**src/rtl/rdc_pkg.sv**
```systemverilog
// ----------------------------------------------------------------------------
// rdc_pkg
// Shared constants, types and the digit-to-ASCII mapping of the radix digit
// converter.
// ----------------------------------------------------------------------------
`default_nettype none

package rdc_pkg;

	// Field widths of the stream words
	localparam int VALUE_W     = 32;
	localparam int RADIX_W     = 5;
	localparam int CHAR_W      = 7;
	localparam int DIGIT_W     = 4;
	localparam int S_TDATA_W   = 40;
	localparam int M_TDATA_W   = 8;

	// Default number of value bits used
	localparam int VALUE_BITS_DEF = 32;

	// Quotient bits worked out per divider cycle
	localparam int DIV_STEP = 4;

	// Valid radix range
	localparam logic [RADIX_W-1:0] RADIX_MIN = 5'd2;
	localparam logic [RADIX_W-1:0] RADIX_MAX = 5'd16;

	// ASCII anchors
	localparam logic [CHAR_W-1:0]  CHAR_ZERO = 7'h30;
	localparam logic [CHAR_W-1:0]  CHAR_A    = 7'h41;
	localparam logic [DIGIT_W-1:0] DEC_BASE  = 4'd10;

	// Classification of one queued word
	typedef struct packed {
		logic               bad_radix;
		logic [RADIX_W-1:0] radix;
	} rdc_cls_t;

	// Digit 0..15 to '0'-'9' / 'A'-'F'
	function automatic logic [CHAR_W-1:0] to_ascii(input logic [DIGIT_W-1:0] d);
		if (d < DEC_BASE) begin
			return CHAR_ZERO + {3'b000, d};
		end else begin
			return CHAR_A + {3'b000, d - DEC_BASE};
		end
	endfunction

endpackage

`default_nettype wire

```
**src/rtl/rdc_ram.sv**
```systemverilog
// ----------------------------------------------------------------------------
// rdc_ram
// Generic single-write, single-read RAM with registered read data.
// ----------------------------------------------------------------------------
`default_nettype none

module rdc_ram #(
	parameter int WIDTH = 4,
	parameter int DEPTH = 32
) (
	input  wire                      clk,
	input  wire                      we,
	input  wire  [$clog2(DEPTH)-1:0] waddr,
	input  wire  [WIDTH-1:0]         wdata,
	input  wire                      re,
	input  wire  [$clog2(DEPTH)-1:0] raddr,
	output logic [WIDTH-1:0]         rdata
);

	logic [WIDTH-1:0] mem_q [DEPTH];

	// write port
	always_ff @(posedge clk) begin
		if (we) begin
			mem_q[waddr] <= wdata;
		end
	end

	// registered read, held while re is low
	always_ff @(posedge clk) begin
		if (re) begin
			rdata <= mem_q[raddr];
		end
	end

endmodule

`default_nettype wire

```
**src/rtl/rdc_front.sv**
```systemverilog
// ----------------------------------------------------------------------------
// rdc_front
// Input side: takes words, checks the radix and queues value plus class in a
// two-entry queue for the conversion engine.
// ----------------------------------------------------------------------------
`default_nettype none

module rdc_front
	import rdc_pkg::*;
#(
	parameter int VALUE_BITS = VALUE_BITS_DEF
) (
	input  wire                    clk,
	input  wire                    arst_n,
	input  wire                    s_tvalid,
	output logic                   s_tready,
	input  wire  [S_TDATA_W-1:0]   s_tdata,   // value[31:0], radix[36:32], zero pad
	output logic                   q_valid,
	input  wire                    q_pop,
	output logic [VALUE_BITS-1:0]  q_value,
	output rdc_cls_t               q_cls
);

	logic [VALUE_BITS-1:0] val_q [2];
	rdc_cls_t              cls_q [2];
	logic                  wp_q;
	logic                  rp_q;
	logic [1:0]            cnt_q;
	logic                  push;
	logic [RADIX_W-1:0]    radix_in;
	rdc_cls_t              cls_in;

	// classify the incoming word
	assign radix_in         = s_tdata[VALUE_W +: RADIX_W];
	assign cls_in.radix     = radix_in;
	assign cls_in.bad_radix = !(radix_in inside {[RADIX_MIN:RADIX_MAX]});

	assign s_tready = (cnt_q != 2'd2);
	assign push     = s_tvalid && s_tready;
	assign q_valid  = (cnt_q != 2'd0);
	assign q_value  = val_q[rp_q];
	assign q_cls    = cls_q[rp_q];

	// queue storage
	always_ff @(posedge clk) begin
		if (push) begin
			val_q[wp_q] <= VALUE_BITS'(s_tdata[VALUE_W-1:0]);
			cls_q[wp_q] <= cls_in;
		end
	end

	// queue pointers and fill level
	always_ff @(posedge clk or negedge arst_n) begin
		if (!arst_n) begin
			wp_q  <= 1'b0;
			rp_q  <= 1'b0;
			cnt_q <= 2'd0;
		end else begin
			if (push) begin
				wp_q <= !wp_q;
			end
			if (q_pop) begin
				rp_q <= !rp_q;
			end
			case ({push, q_pop})
				2'b10:   cnt_q <= cnt_q + 2'd1;
				2'b01:   cnt_q <= cnt_q - 2'd1;
				default: cnt_q <= cnt_q;
			endcase
		end
	end

endmodule

`default_nettype wire

```
**src/rtl/rdc_back.sv**
```systemverilog
// ----------------------------------------------------------------------------
// rdc_back
// Conversion engine: repeated division by the radix, four quotient bits per
// cycle, digits kept in a RAM, then read back most significant first into a
// registered output stage.
// ----------------------------------------------------------------------------
`default_nettype none

module rdc_back
	import rdc_pkg::*;
#(
	parameter int VALUE_BITS = VALUE_BITS_DEF
) (
	input  wire                    clk,
	input  wire                    arst_n,
	input  wire                    q_valid,
	output logic                   q_pop,
	input  wire  [VALUE_BITS-1:0]  q_value,
	input  rdc_cls_t               q_cls,
	output logic                   m_tvalid,
	input  wire                    m_tready,
	output logic [M_TDATA_W-1:0]   m_tdata,   // digit_char[6:0], zero pad
	output logic                   m_tlast,   // last
	output logic                   m_tuser    // bad_radix
);

	localparam int NSTEPS = (VALUE_BITS + DIV_STEP - 1) / DIV_STEP;
	localparam int PADW   = NSTEPS * DIV_STEP;
	localparam int SW     = $clog2(NSTEPS);
	localparam int DEPTH  = VALUE_BITS;
	localparam int AW     = $clog2(DEPTH);
	localparam int CW     = $clog2(DEPTH + 1);

	typedef enum logic [1:0] {
		ST_IDLE,
		ST_DIV,
		ST_RD,
		ST_LD
	} state_t;

	state_t              st_q;
	logic [PADW-1:0]     dv_q;
	logic [DIGIT_W-1:0]  rem_q;
	logic [RADIX_W-1:0]  rad_q;
	logic [SW-1:0]       stp_q;
	logic [CW-1:0]       cnt_q;
	logic [AW-1:0]       idx_q;
	logic [CHAR_W-1:0]   char_q;
	logic                vld_q;
	logic                last_q;
	logic                bad_q;

	logic [PADW-1:0]     dv_nx;
	logic [DIGIT_W-1:0]  rem_nx;
	logic [RADIX_W-1:0]  part;
	logic                out_free;
	logic                stp_last;
	logic                dig_we;
	logic                rd_en;
	logic [DIGIT_W-1:0]  rd_digit;

	assign out_free = !vld_q || m_tready;
	assign stp_last = (stp_q == SW'(NSTEPS - 1));
	assign q_pop    = (st_q == ST_IDLE) && q_valid && out_free;
	assign dig_we   = (st_q == ST_DIV) && stp_last;
	assign rd_en    = (st_q == ST_RD);

	// restoring division, DIV_STEP quotient bits per cycle
	always_comb begin
		rem_nx = rem_q;
		dv_nx  = dv_q;
		part   = '0;
		for (int i = 0; i < DIV_STEP; i++) begin
			part  = {rem_nx, dv_nx[PADW-1]};
			dv_nx = {dv_nx[PADW-2:0], 1'b0};
			if (part >= rad_q) begin
				part     = part - rad_q;
				dv_nx[0] = 1'b1;
			end
			rem_nx = part[DIGIT_W-1:0];
		end
	end

	// digit store, least significant digit at address 0
	rdc_ram #(
		.WIDTH (DIGIT_W),
		.DEPTH (DEPTH)
	) u_store (
		.clk   (clk),
		.we    (dig_we),
		.waddr (cnt_q[AW-1:0]),
		.wdata (rem_nx),
		.re    (rd_en),
		.raddr (idx_q),
		.rdata (rd_digit)
	);

	// sequencer and output register
	always_ff @(posedge clk or negedge arst_n) begin
		if (!arst_n) begin
			st_q   <= ST_IDLE;
			dv_q   <= '0;
			rem_q  <= '0;
			rad_q  <= '0;
			stp_q  <= '0;
			cnt_q  <= '0;
			idx_q  <= '0;
			char_q <= '0;
			vld_q  <= 1'b0;
			last_q <= 1'b0;
			bad_q  <= 1'b0;
		end else begin
			if (m_tready) begin
				vld_q <= 1'b0;
			end
			case (st_q)
				ST_IDLE: begin
					if (q_pop) begin
						if (q_cls.bad_radix) begin
							// error word: single result
							char_q <= '0;
							last_q <= 1'b1;
							bad_q  <= 1'b1;
							vld_q  <= 1'b1;
						end else begin
							dv_q  <= PADW'(q_value);
							rem_q <= '0;
							rad_q <= q_cls.radix;
							stp_q <= '0;
							cnt_q <= '0;
							st_q  <= ST_DIV;
						end
					end
				end
				ST_DIV: begin
					dv_q  <= dv_nx;
					rem_q <= rem_nx;
					stp_q <= stp_q + SW'(1);
					if (stp_last) begin
						// digit written this cycle; start next division or read back
						cnt_q <= cnt_q + CW'(1);
						rem_q <= '0;
						stp_q <= '0;
						if ((dv_nx == '0) || (cnt_q + CW'(1) == CW'(DEPTH))) begin
							idx_q <= cnt_q[AW-1:0];
							st_q  <= ST_RD;
						end
					end
				end
				ST_RD: begin
					st_q <= ST_LD;
				end
				ST_LD: begin
					if (out_free) begin
						char_q <= to_ascii(rd_digit);
						last_q <= (idx_q == '0);
						bad_q  <= 1'b0;
						vld_q  <= 1'b1;
						if (idx_q == '0) begin
							st_q <= ST_IDLE;
						end else begin
							idx_q <= idx_q - AW'(1);
							st_q  <= ST_RD;
						end
					end
				end
				default: st_q <= ST_IDLE;
			endcase
		end
	end

	assign m_tvalid = vld_q;
	assign m_tdata  = M_TDATA_W'(char_q);
	assign m_tlast  = last_q;
	assign m_tuser  = bad_q;

endmodule

`default_nettype wire

```
**src/rtl/radix_digit_converter_core.sv**
```systemverilog
// ----------------------------------------------------------------------------
// radix_digit_converter_core
// Converts an unsigned value to ASCII digits in radix 2..16, most significant
// digit first, with the last character marked and bad radix flagged.
// ----------------------------------------------------------------------------
// Timing: an input word passes the queue, then the divider runs one division per
//   digit, and the digits are read back through the RAM and the output register;
//   a bad radix word goes from the queue straight into the output register.
//   The engine takes the next number only after its last character is loaded.
// Reset: arst_n clears the queue, sequencer and output valid; the digit RAM is
//   not cleared and needs no clearing pass.
`default_nettype none

module radix_digit_converter_core
	import rdc_pkg::*;
#(
	parameter int VALUE_BITS = VALUE_BITS_DEF
) (
	input  wire                   clk,
	input  wire                   arst_n,
	input  wire                   s_tvalid,
	output logic                  s_tready,
	input  wire  [S_TDATA_W-1:0]  s_tdata,   // value[31:0], radix[36:32], zero pad
	output logic                  m_tvalid,
	input  wire                   m_tready,
	output logic [M_TDATA_W-1:0]  m_tdata,   // digit_char[6:0], zero pad
	output logic                  m_tlast,   // last
	output logic                  m_tuser    // bad_radix
);

	logic                  q_valid;
	logic                  q_pop;
	logic [VALUE_BITS-1:0] q_value;
	rdc_cls_t              q_cls;

	// input side and queue
	rdc_front #(
		.VALUE_BITS (VALUE_BITS)
	) u_front (
		.clk      (clk),
		.arst_n   (arst_n),
		.s_tvalid (s_tvalid),
		.s_tready (s_tready),
		.s_tdata  (s_tdata),
		.q_valid  (q_valid),
		.q_pop    (q_pop),
		.q_value  (q_value),
		.q_cls    (q_cls)
	);

	// conversion engine
	rdc_back #(
		.VALUE_BITS (VALUE_BITS)
	) u_back (
		.clk      (clk),
		.arst_n   (arst_n),
		.q_valid  (q_valid),
		.q_pop    (q_pop),
		.q_value  (q_value),
		.q_cls    (q_cls),
		.m_tvalid (m_tvalid),
		.m_tready (m_tready),
		.m_tdata  (m_tdata),
		.m_tlast  (m_tlast),
		.m_tuser  (m_tuser)
	);

endmodule

`default_nettype wire
```
**config.mk**
```make
export PLATFORM = sky130hd
export DESIGN_NAME = radix_digit_converter_core
export DESIGN_NICKNAME = d
export VERILOG_FILES = /design/src/rtl/rdc_pkg.sv /design/src/rtl/rdc_ram.sv /design/src/rtl/rdc_front.sv /design/src/rtl/rdc_back.sv /design/src/rtl/radix_digit_converter_core.sv
export SDC_FILE = /design/constraint.sdc
export NUM_CORES = 1
export LEC_CHECK = 0
export ABC_CLOCK_PERIOD_IN_PS = 6900
export BUFFER_PORTS_ARGS = -buffer_cell sky130_fd_sc_hd__buf_4
export CAP_MARGIN = 20
export CELL_PAD_IN_SITES_DETAIL_PLACEMENT = 1
export CELL_PAD_IN_SITES_GLOBAL_PLACEMENT = 2
export CORE_ASPECT_RATIO = 0.5
export CORE_MARGIN = 2
export CORE_UTILIZATION = 25
export CTS_BUF_LIST = sky130_fd_sc_hd__clkbuf_8
export CTS_CLUSTER_DIAMETER = 50
export CTS_CLUSTER_SIZE = 16
export DETAILED_ROUTE_END_ITERATION = 16
export PLACE_DENSITY_LB_ADDON = 0.1
export SLEW_MARGIN = 20
export SYNTH_ARGS = -nofsm -noshare
export SYNTH_HDL_FRONTEND = slang
export SYNTH_SLANG_ARGS = --single-unit
```
**constraint.sdc**
```tcl
create_clock -name clk -period 6.9 [get_ports clk]
set_clock_uncertainty 0.15 [all_clocks]
set_input_delay 1.035 -clock clk [delete_from_list [all_inputs] [get_ports clk]]
set_output_delay 1.035 -clock clk [all_outputs]
set_load 0.1 [all_outputs]
```
==> impl_metrics.ini, run 1 <==
[yosys]
synth_top_cell_by_area = edfxtp_1
ys.warnings.count = 0
yosysSeqAreaShare_pct = 64.8
synth_enable_flop_cells = 208
synthDistinctLibCells = 56
async_reset_ff_share_pct = 25.4
syn-num-nets = 965
ys_ff_latch = 279
avgSynthCellArea_um2 = 14.1
synth_area_leaders = edfxtp_1 50%, dfrtp_1 14%, mux4_2 7.3%
synth-main-ff-cell = edfxtp_1
netlist_instances = 881
synth_top_area_share_pct = 50.4
syn_area_um2 = 12400

[setup_path]
cp_max_fo = 8
required_ns = 7.24
r2r-start = u_back.rad_q[2]$_DFFE_PN0P_
endpoint_kind = flop
start_kind = flop
rr_endpoint = u_back.st_q[1]$_DFFE_PN0P_
critPathKind = flop to flop
worstSetupStartpoint = u_back.rad_q[2]$_DFFE_PN0P_
reg2reg_depth = 25
arrival_ns = 6.58
rrSetupSlack_ns = 0.66
crit_path_end = u_back.st_q[1]$_DFFE_PN0P_

[timing]
rsz0062_at_grt = false
drv_slew = 0
tightest_slew_ns = 0.974
finalSetupTns_ns = 0
setup_viol = 0
period_share_pct = 90.4
hold_violations = 0
fmax_mhz = 160
max_slew_margin_pct = 34.4
period_needed_ns = 6.24

[global_routing]
grt_pass1_vias = 7977
overflow = 0
grt_start_max_net_pins = 70
grt_busiest_layer = met2
antenna_found_initial = 1
globalRouteMet2Util_pct = 20.7
grt.met3_usage_pct = 2.16
use_met1_pct = 16.0
track_usage_pct = 12.1
grt_pass1_wl_um = 47900

[routing]
vias_per_cell = 4.44
routed_wl_um = 30400
firstDrtPassIters = 4
drcViolationCount = 0
drtAntennaViolNets = 0
wire_per_inst_um = 18.7
vias = 7218
drt_iter0_drc = 276

[clock_network]
clk_pin_slew_ns = 0.10
clock-sinks = 279
numCtsBuffers = 30
clock_latency_ns = 0.63
cts_tree = done
ctsHtreeMaxLevel = 1
cts_root_buffer = clkbuf_8
clockBufferDepth = 3

[floorplan]
core_um2 = 48700
die_y_um = 161
die_w_um = 319
start_util_pct = 25.4
die-area_um2 = 51500
row_count = 57
io_pins = 56

[cells_and_area]
multiInputGateArea_um2 = 4130
syn_to_final_growth_pct = 16.2
final-seq-area_um2 = 8030
fillers = 5203
drive_gt1_share_pct = 20.4
num-nets-final = 1035

[outcome]
status = complete, no violations

[hold_path]
hp-class = input port to asynchronous set/reset pin

[place]
dp_hpwl_um = 20000
io_buffers = 51
gp_congestion = 0.702

[job]
max_cap_violations = 0
[repair_timing]
item | CTS | global route
gates resized for setup | 0 | 5
hold buffers | 0 | 0
setup endpoints to repair | 0 | 5
setup buffers | 0 | 0
[flip-flops by register name, summed over array words and instances (netlist names), 2 cells and up]
name and count:
u_back.char_q 7, u_back.cnt_q 6, u_back.dv_q 32, u_back.idx_q 5
u_back.rad_q 5, u_back.rem_q 4, u_back.st_q 2, u_back.stp_q 3
u_back.u_store.mem_q 128, u_back.u_store.rdata 4, u_front.cls_q 12, u_front.cnt_q 2
u_front.val_q 64
[layer usage]
| metal | wire length (um) | vias to the layer above |
|---|---|---|
| met5 | 0 | - |
| met4 | 541 | 0 |
| met3 | 968 | 40 |
| met2 | 14900 | 76 |
| met1 | 14100 | 3650 |
| li1 | - | 3452 |
[cells in the mapped netlist, types with 3 or more instances]
| library cell | number |
|---|---|
| o21ai_0 | 63 |
| xnor2_1 | 8 |
| ha_1 | 36 |
| nor3_1 | 5 |
| edfxtp_1 | 208 |
| o41ai_1 | 4 |
| and3_1 | 3 |
| buf_6 | 4 |
| nand3_1 | 11 |
| buf_2 | 4 |
| nor2b_1 | 6 |
| nand2b_1 | 5 |
| nand3b_1 | 4 |
| dfrtp_1 | 71 |
| mux4_2 | 40 |
| nor4_1 | 6 |
| a21o_1 | 5 |
| a31oi_1 | 3 |
| o21a_1 | 4 |
| buf_1 | 5 |
| fa_1 | 4 |
| clkbuf_1 | 27 |
| nand4_1 | 7 |
| mux2_2 | 11 |
| nand2_1 | 76 |
| a21oi_1 | 47 |
| inv_1 | 29 |
| o21ai_1 | 3 |
| o31ai_1 | 8 |
| mux2i_1 | 44 |
| xor2_1 | 9 |
| nor2_1 | 87 |
| a32o_1 | 4 |
[worst min-delay path by stage]
stage	from	to	slack, ns	cells past startpoint
floorplan	u_back.dv_q[29]$_DFFE_PN0P_	u_back.dv_q[29]$_DFFE_PN0P_	0.30	2
global placement	u_back.char_q[2]$_DFFE_PN0P_	u_back.char_q[2]$_DFFE_PN0P_	0.32	2
detailed placement	u_back.rad_q[2]$_DFFE_PN0P_	u_back.rad_q[2]$_DFFE_PN0P_	0.33	2
CTS	arst_n	u_back.dv_q[5]$_DFFE_PN0P_	0.12	1
global route	arst_n	u_back.dv_q[5]$_DFFE_PN0P_	0.14	1
finish	arst_n	u_back.dv_q[5]$_DFFE_PN0P_	0.17	1
[stage by stage]
stage | setup WS, ns | utilization (%) | cell area (um^2) | std cells | hold WS [ns]
after floorplan | 0.346 | - | 12400 | 881 | 0.300
after global placement | 0.594 | 28.1 | 13700 | 1568 | 0.319
after detailed placement | 0.394 | 28.1 | 13700 | 1568 | 0.325
after CTS | 0.303 | 29.5 | 14400 | 1624 | 0.120
after global routing | 0.0730 | 29.5 | 14400 | 1626 | 0.143
final | 0.664 | 29.5 | 14400 | 1626 | 0.172
[area by class of cell]
| class | count | share of cell area (%) |
|---|---|---|
| antenna | 2 | 0.0348 |
| clock buffer | 33 | 3.16 |
| clock inverter | 23 | 1.44 |
| inverter | 29 | 0.757 |
| multi-input combinational | 532 | 28.7 |
| sequential | 279 | 55.8 |
| tap | 649 | 5.64 |
| timing repair buffer | 79 | 4.47 |
[logic make-up after synthesis]
| logic type | share of synthesized area (%) |
|---|---|
| other | 0.0303 |
| xor gates and xnor gates | 1.20 |
| AOI/OAI and AO/OA | 7.72 |
| buffers and inverters | 2.43 |
| muxes | 11.8 |
| DFF | 64.8 |
| adders and majority gates | 4.28 |
| and+or+nand+nor | 7.74 |
[critical path, stage by stage, from the launching register on]
cell and delay [ns]:
dfrtp_1 0.36, inv_1 0.08, ha_1 0.36, a21oi_2 0.22
o21a_1 0.18, o21a_1 0.24, mux2_2 0.39, ha_1 0.37
nand4_1 0.11, o21bai_1 0.23, nor2_1 0.06, buf_4 0.16
mux2i_1 0.23, ha_1 0.29, a21o_1 0.18, a31oi_1 0.25
o21ai_2 0.18, nor2_1 0.17, a21oi_1 0.06, ha_1 0.33
a21o_1 0.18, a31oi_1 0.22, o21a_1 0.25, a41oi_4 0.24
buf_4 0.22, o41ai_1 0.36
[cell usage in the layout (no fill, tap or decap), types with 4 or more instances in the layout]
cell	n
edfxtp_1	208
nor2_1	86
nand2_1	76
buf_4	75
dfrtp_1	68
o21ai_0	61
a21oi_1	45
mux2i_1	42
mux4_2	40
ha_1	35
inv_1	34
clkbuf_8	33
mux2_2	11
nand3_1	11
xor2_1	9
xnor2_1	8
o31ai_1	8
nand4_1	7
nor2b_1	6
nor4_1	6
clkinv_2	6
nand2b_1	5
a21o_1	5
nor3_1	5
o21a_1	4
nand3b_1	4
a32o_1	4
fa_1	4
inv_8	4
buf_12	4
Power of run 1 is left out: the tool's default activity adds up to more than one toggle a clock period on the data nets, which glitch-free logic cannot reach.
==> run 2, diff against run 1 <==
- CORE_ASPECT_RATIO: 0.5 -> 1.4
==> run 2 against run 1 <==
- via count shrank 0.33%
- fmax shrank 1.5%
- die area shrank 0.16%
- critical path type unchanged
==> impl_metrics.ini, run 2 (synthesized netlist as in run 1, its figures left out) <==
[outcome]
status = complete, no violations

[hold_path]
hp-class = input port to asynchronous set/reset pin

[global_routing]
antenna_found_initial = 1
grt_pass1_wl_um = 49000
grt_start_max_net_pins = 78
overflow = 0
grt_pass1_vias = 8011
track_usage_pct = 12.7

[timing]
finalSetupTns_ns = 0
drv_slew = 0
tightest_slew_ns = 0.976
fmax_mhz = 158
period_needed_ns = 6.33
setup_viol = 0
rsz0062_at_grt = false
period_share_pct = 91.8
max_slew_margin_pct = 34.3
hold_violations = 0

[floorplan]
die_y_um = 267
row_count = 96
die_w_um = 192
start_util_pct = 25.3
die-area_um2 = 51400
io_pins = 56
core_um2 = 49000

[job]
max_cap_violations = 0

[setup_path]
endpoint_kind = flop
required_ns = 7.25
rrSetupSlack_ns = 0.57
start_kind = flop
cp_max_fo = 33
critPathKind = flop to flop
arrival_ns = 6.68

[cells_and_area]
final_common_cell = edfxtp_1
syn_to_final_growth_pct = 16.3
largest_reg_flops = 128
drive_gt1_share_pct = 20.4
num-nets-final = 1034
top_regs = u_back.u_store.mem_q: 128 flops, u_front.val_q: 64 flops, u_back.dv_q: 32 flops
largest-register = u_back.u_store.mem_q
layout_common_cells = 208 x edfxtp_1, 86 x nor2_1, 76 x nand2_1
final_area_um2 = 14400

[clock_network]
clk_pin_slew_ns = 0.09
ctsHoldBuffers = 0
cts_tree = done
cts_root_buffer = clkbuf_8
clock_latency_ns = 0.57
numCtsBuffers = 34
clock-sinks = 279
clockBufferDepth = 3
ctsHtreeMaxLevel = 2
cts_setup_buffers = 0

[routing]
drcViolationCount = 0
vias_per_cell = 4.46
wire_per_inst_um = 19.5
routed_wl_um = 31400
drt_iter0_drc = 190
drtAntennaViolNets = 0
firstDrtPassIters = 4
vias = 7194

[place]
gp_congestion = 0.704
dpl_cell_area_um2 = 13600
dp_hpwl_um = 21400
io_buffers = 51
run 2: cell types whose count changed in the layout (fill, tap and decap cells not counted), moves of 2 or more:
| cell | change |
|---|---|
| clkinv_4 | +2 |
| clkinv_8 | -2 |
| inv_8 | -2 |
| clkinvlp_4 | +5 |
| clkbuf_8 | +4 |
| clkinv_2 | -5 |
| buf_4 | -5 |
run 2: final timing paths:
path / from / depth (start not counted) / endpoint
worst max-delay path: u_back.rad_q[2]$_DFFE_PN0P_ / 26 / u_back.rem_q[1]$_DFFE_PN0P_
worst min-delay path: arst_n / 1 / u_back.dv_q[0]$_DFFE_PN0P_
worst max register to register: u_back.rad_q[2]$_DFFE_PN0P_ / 26 / u_back.rem_q[1]$_DFFE_PN0P_
worst min register to register: u_back.dv_q[30]$_DFFE_PN0P_ / 2 / u_back.dv_q[30]$_DFFE_PN0P_
max in group asynchronous: arst_n / 2 / u_front.rp_q$_DFFE_PN0P_
min in group clk: u_back.dv_q[30]$_DFFE_PN0P_ / 2 / u_back.dv_q[30]$_DFFE_PN0P_
run 2: area by class of cell:
type | instances | area (um^2)
clock buffer | 37 | 509
antenna | 1 | 2.50
inverter | 29 | 109
clock inverter | 24 | 238
tap | 637 | 797
sequential | 279 | 8030
fill | 5276 | 34600
timing repair buffer | 74 | 597
multi-input combinational | 532 | 4130
run 2: through the flow:
stage	utilization, %	worst slack (ns)	hold WS, ns	std cells
after detailed placement	27.8	0.203	0.320	1550
after floorplan	-	0.346	0.300	881
after global placement	27.8	0.347	0.317	1550
after global routing	29.4	0.0316	0.0882	1613
final	29.4	0.565	0.130	1613
after CTS	29.3	0.145	0.0830	1611
run 2: critical path, cell delays in order (launching register included):
cell,delay [ns]
dfrtp_1,0.38
inv_1,0.13
ha_1,0.30
a21oi_2,0.21
o21a_1,0.17
o21a_1,0.24
mux2_2,0.38
ha_1,0.35
nand4_1,0.11
o21bai_1,0.22
nor2_1,0.06
buf_4,0.17
mux2i_1,0.24
ha_1,0.33
a21o_1,0.20
a31oi_1,0.25
o21ai_2,0.18
nor2_1,0.16
a21oi_1,0.06
ha_1,0.35
a21o_1,0.18
a31oi_1,0.27
o21a_1,0.28
buf_4,0.19
mux2i_2,0.26
buf_12,0.23
a32o_1,0.18
run 2: layer usage:
layer / part of all wire, % / global-route usage (%) / routed length, um
met1: 39 / 14.1 / 12300
met5: 0 / 0 / 0
met3: 2.6 / 1.98 / 809
met2: 56 / 24.3 / 17500
met4: 2.5 / 4.02 / 770
run 2: what timing repair did:
action,4_1_cts,5_1_grt
gates resized for setup,0,7
endpoints found under the setup margin,0,64
endpoints found under the hold margin,0,0
Power of run 2 is left out for the same reason.
==> run 3, diff against run 2 <==
- BUFFER_PORTS_ARGS: -buffer_cell sky130_fd_sc_hd__buf_4 -> unset
- CORE_UTILIZATION: 25 -> 30
- DONT_BUFFER_PORTS: unset -> 1
- HOLD_SLACK_MARGIN: unset -> 0.03
==> run 3 against run 2 <==
- routed wire length decreased by 7.6%
- sequential share of layout area increased by 1.8 points
- die area decreased by 16%
- core utilization increased by 4.7 points
- final cell count decreased by 9.1%
- worst setup slack improved by 0.036 ns
- flip-flop and latch count unchanged
- hold slack improved by 0.00061 ns
- non-clock buffer count decreased by 43
- cell area decreased by 3.2%
- critical path type unchanged
==> impl_metrics.ini, run 3 (synthesized netlist as in run 1, its figures left out) <==
[setup_path]
cp_slowest_cell = mux2_2
cp_max_fo = 8
start_kind = flop
required_ns = 7.24
endpoint_kind = flop
crit_top_cell = ha_1
critPathKind = flop to flop
rrSetupSlack_ns = 0.60
max_stage_delay_ns = 0.40
arrival_ns = 6.64

[clock_network]
cts_tree = done
numCtsBuffers = 29
cts_setup_buffers = 0
clockBufferDepth = 3
clock-sinks = 279
cts_root_buffer = clkbuf_8
clk_pin_slew_ns = 0.10
clock_latency_ns = 0.62
ctsHtreeMaxLevel = 1

[cells_and_area]
layout_common_cells = 208 x edfxtp_1, 86 x nor2_1, 76 x nand2_1
largest-register = u_back.u_store.mem_q
final_area_um2 = 13900
syn_to_final_growth_pct = 12.6
post-route-util_pct = 34.1
final_common_cell = edfxtp_1
num-nets-final = 986
largest_reg_flops = 128
top_regs = u_back.u_store.mem_q: 128 flops, u_front.val_q: 64 flops, u_back.dv_q: 32 flops
drive_gt1_share_pct = 15.5

[timing]
tightest_slew_ns = 1.10
finalSetupTns_ns = 0
hold_violations = 0
period_needed_ns = 6.30
rsz0062_at_grt = false
drv_slew = 0
period_share_pct = 91.3
setup_viol = 0
fmax_mhz = 159
max_slew_margin_pct = 26.5

[floorplan]
die_w_um = 176
io_pins = 56
start_util_pct = 30.2
die-area_um2 = 43000
die_y_um = 244
core_um2 = 41000
row_count = 88

[outcome]
status = complete, no violations

[routing]
vias_per_cell = 4.80
wire_per_inst_um = 19.8
drcViolationCount = 0
drt_iter0_drc = 320
drtAntennaViolNets = 0
vias = 7030
routed_wl_um = 29000
firstDrtPassIters = 4

[hold_path]
hp-class = input port to asynchronous set/reset pin

[job]
max_cap_violations = 0

[place]
io_buffers = 0
gp_congestion = 0.781
dpl_cell_area_um2 = 13200
dp_hpwl_um = 20400

[global_routing]
overflow = 0
track_usage_pct = 13.7
grt_pass1_vias = 7966
antenna_found_initial = 1
grt_start_max_net_pins = 78
grt_pass1_wl_um = 45500
==> run 3: cell types whose count changed in the layout (fill, tap and decap cells not counted), sizes merged <==
cell and delta:
buf -43, bufinv +2, clkbuf -6, clkinv -1, clkinvlp -5, inv +3
==> run 3: worst max-delay path: cells and delay by family (launching register included) <==
kind | cells | cell delay (ns)
buffers and inverters | 5 | 0.76
adders and majority gates | 4 | 1.17
muxes | 3 | 0.99
AOI/OAI and AO/OA | 11 | 2.39
and+or+nand+nor | 3 | 0.34
DFF | 1 | 0.36
==> run 3: what timing repair did <==
action                                 CTS  global route
setup endpoints to repair                0             1
gates resized for setup                  0             1
hold buffers                             1             0
endpoints found under the hold margin   71             0
==> run 3: path summary, 6_finish.rpt <==
check	to	cells after the start	start
worst max-delay path	u_back.st_q[1]$_DFFE_PN0P_	26	u_back.rad_q[2]$_DFFE_PN0P_
worst min-delay path	u_back.rad_q[3]$_DFFE_PN0P_	1	arst_n
worst max register to register	u_back.st_q[1]$_DFFE_PN0P_	26	u_back.rad_q[2]$_DFFE_PN0P_
worst min register to register	u_back.dv_q[29]$_DFFE_PN0P_	2	u_back.dv_q[29]$_DFFE_PN0P_
max in group asynchronous	u_back.idx_q[0]$_DFFE_PN0P_	1	arst_n
min in group clk	u_back.dv_q[29]$_DFFE_PN0P_	2	u_back.dv_q[29]$_DFFE_PN0P_
==> run 3: layer usage <==
layer  part of all wire (%)  GRT usage [%]  wire [um]  vias to the layer above
li1                       -              -          -                     3337
met5                      0              0          0                        -
met4                    3.2           5.06        918                        0
met1                     38           14.9      11000                     3555
met3                    2.6           1.65        757                       49
met2                     56           27.0      16300                       89
==> run 3: layout make-up <==
class	instances	area (um^2)
sequential	279	8030
clock inverter	23	298
timing repair buffer	31	315
clock buffer	31	427
fill	4334	27000
inverter	29	109
antenna	1	2.50
tap	540	676
multi-input combinational	532	4100
==> run 3: through the flow <==
step | hold slack [ns] | cells | setup slack, ns
finish | 0.131 | 1466 | 0.601
global route | 0.120 | 1466 | 0.115
CTS | 0.104 | 1464 | 0.347
detailed placement | 0.325 | 1409 | 0.392
global placement | 0.321 | 1409 | 0.543
floorplan | 0.300 | 881 | 0.346
Power of run 3 is left out for the same reason.
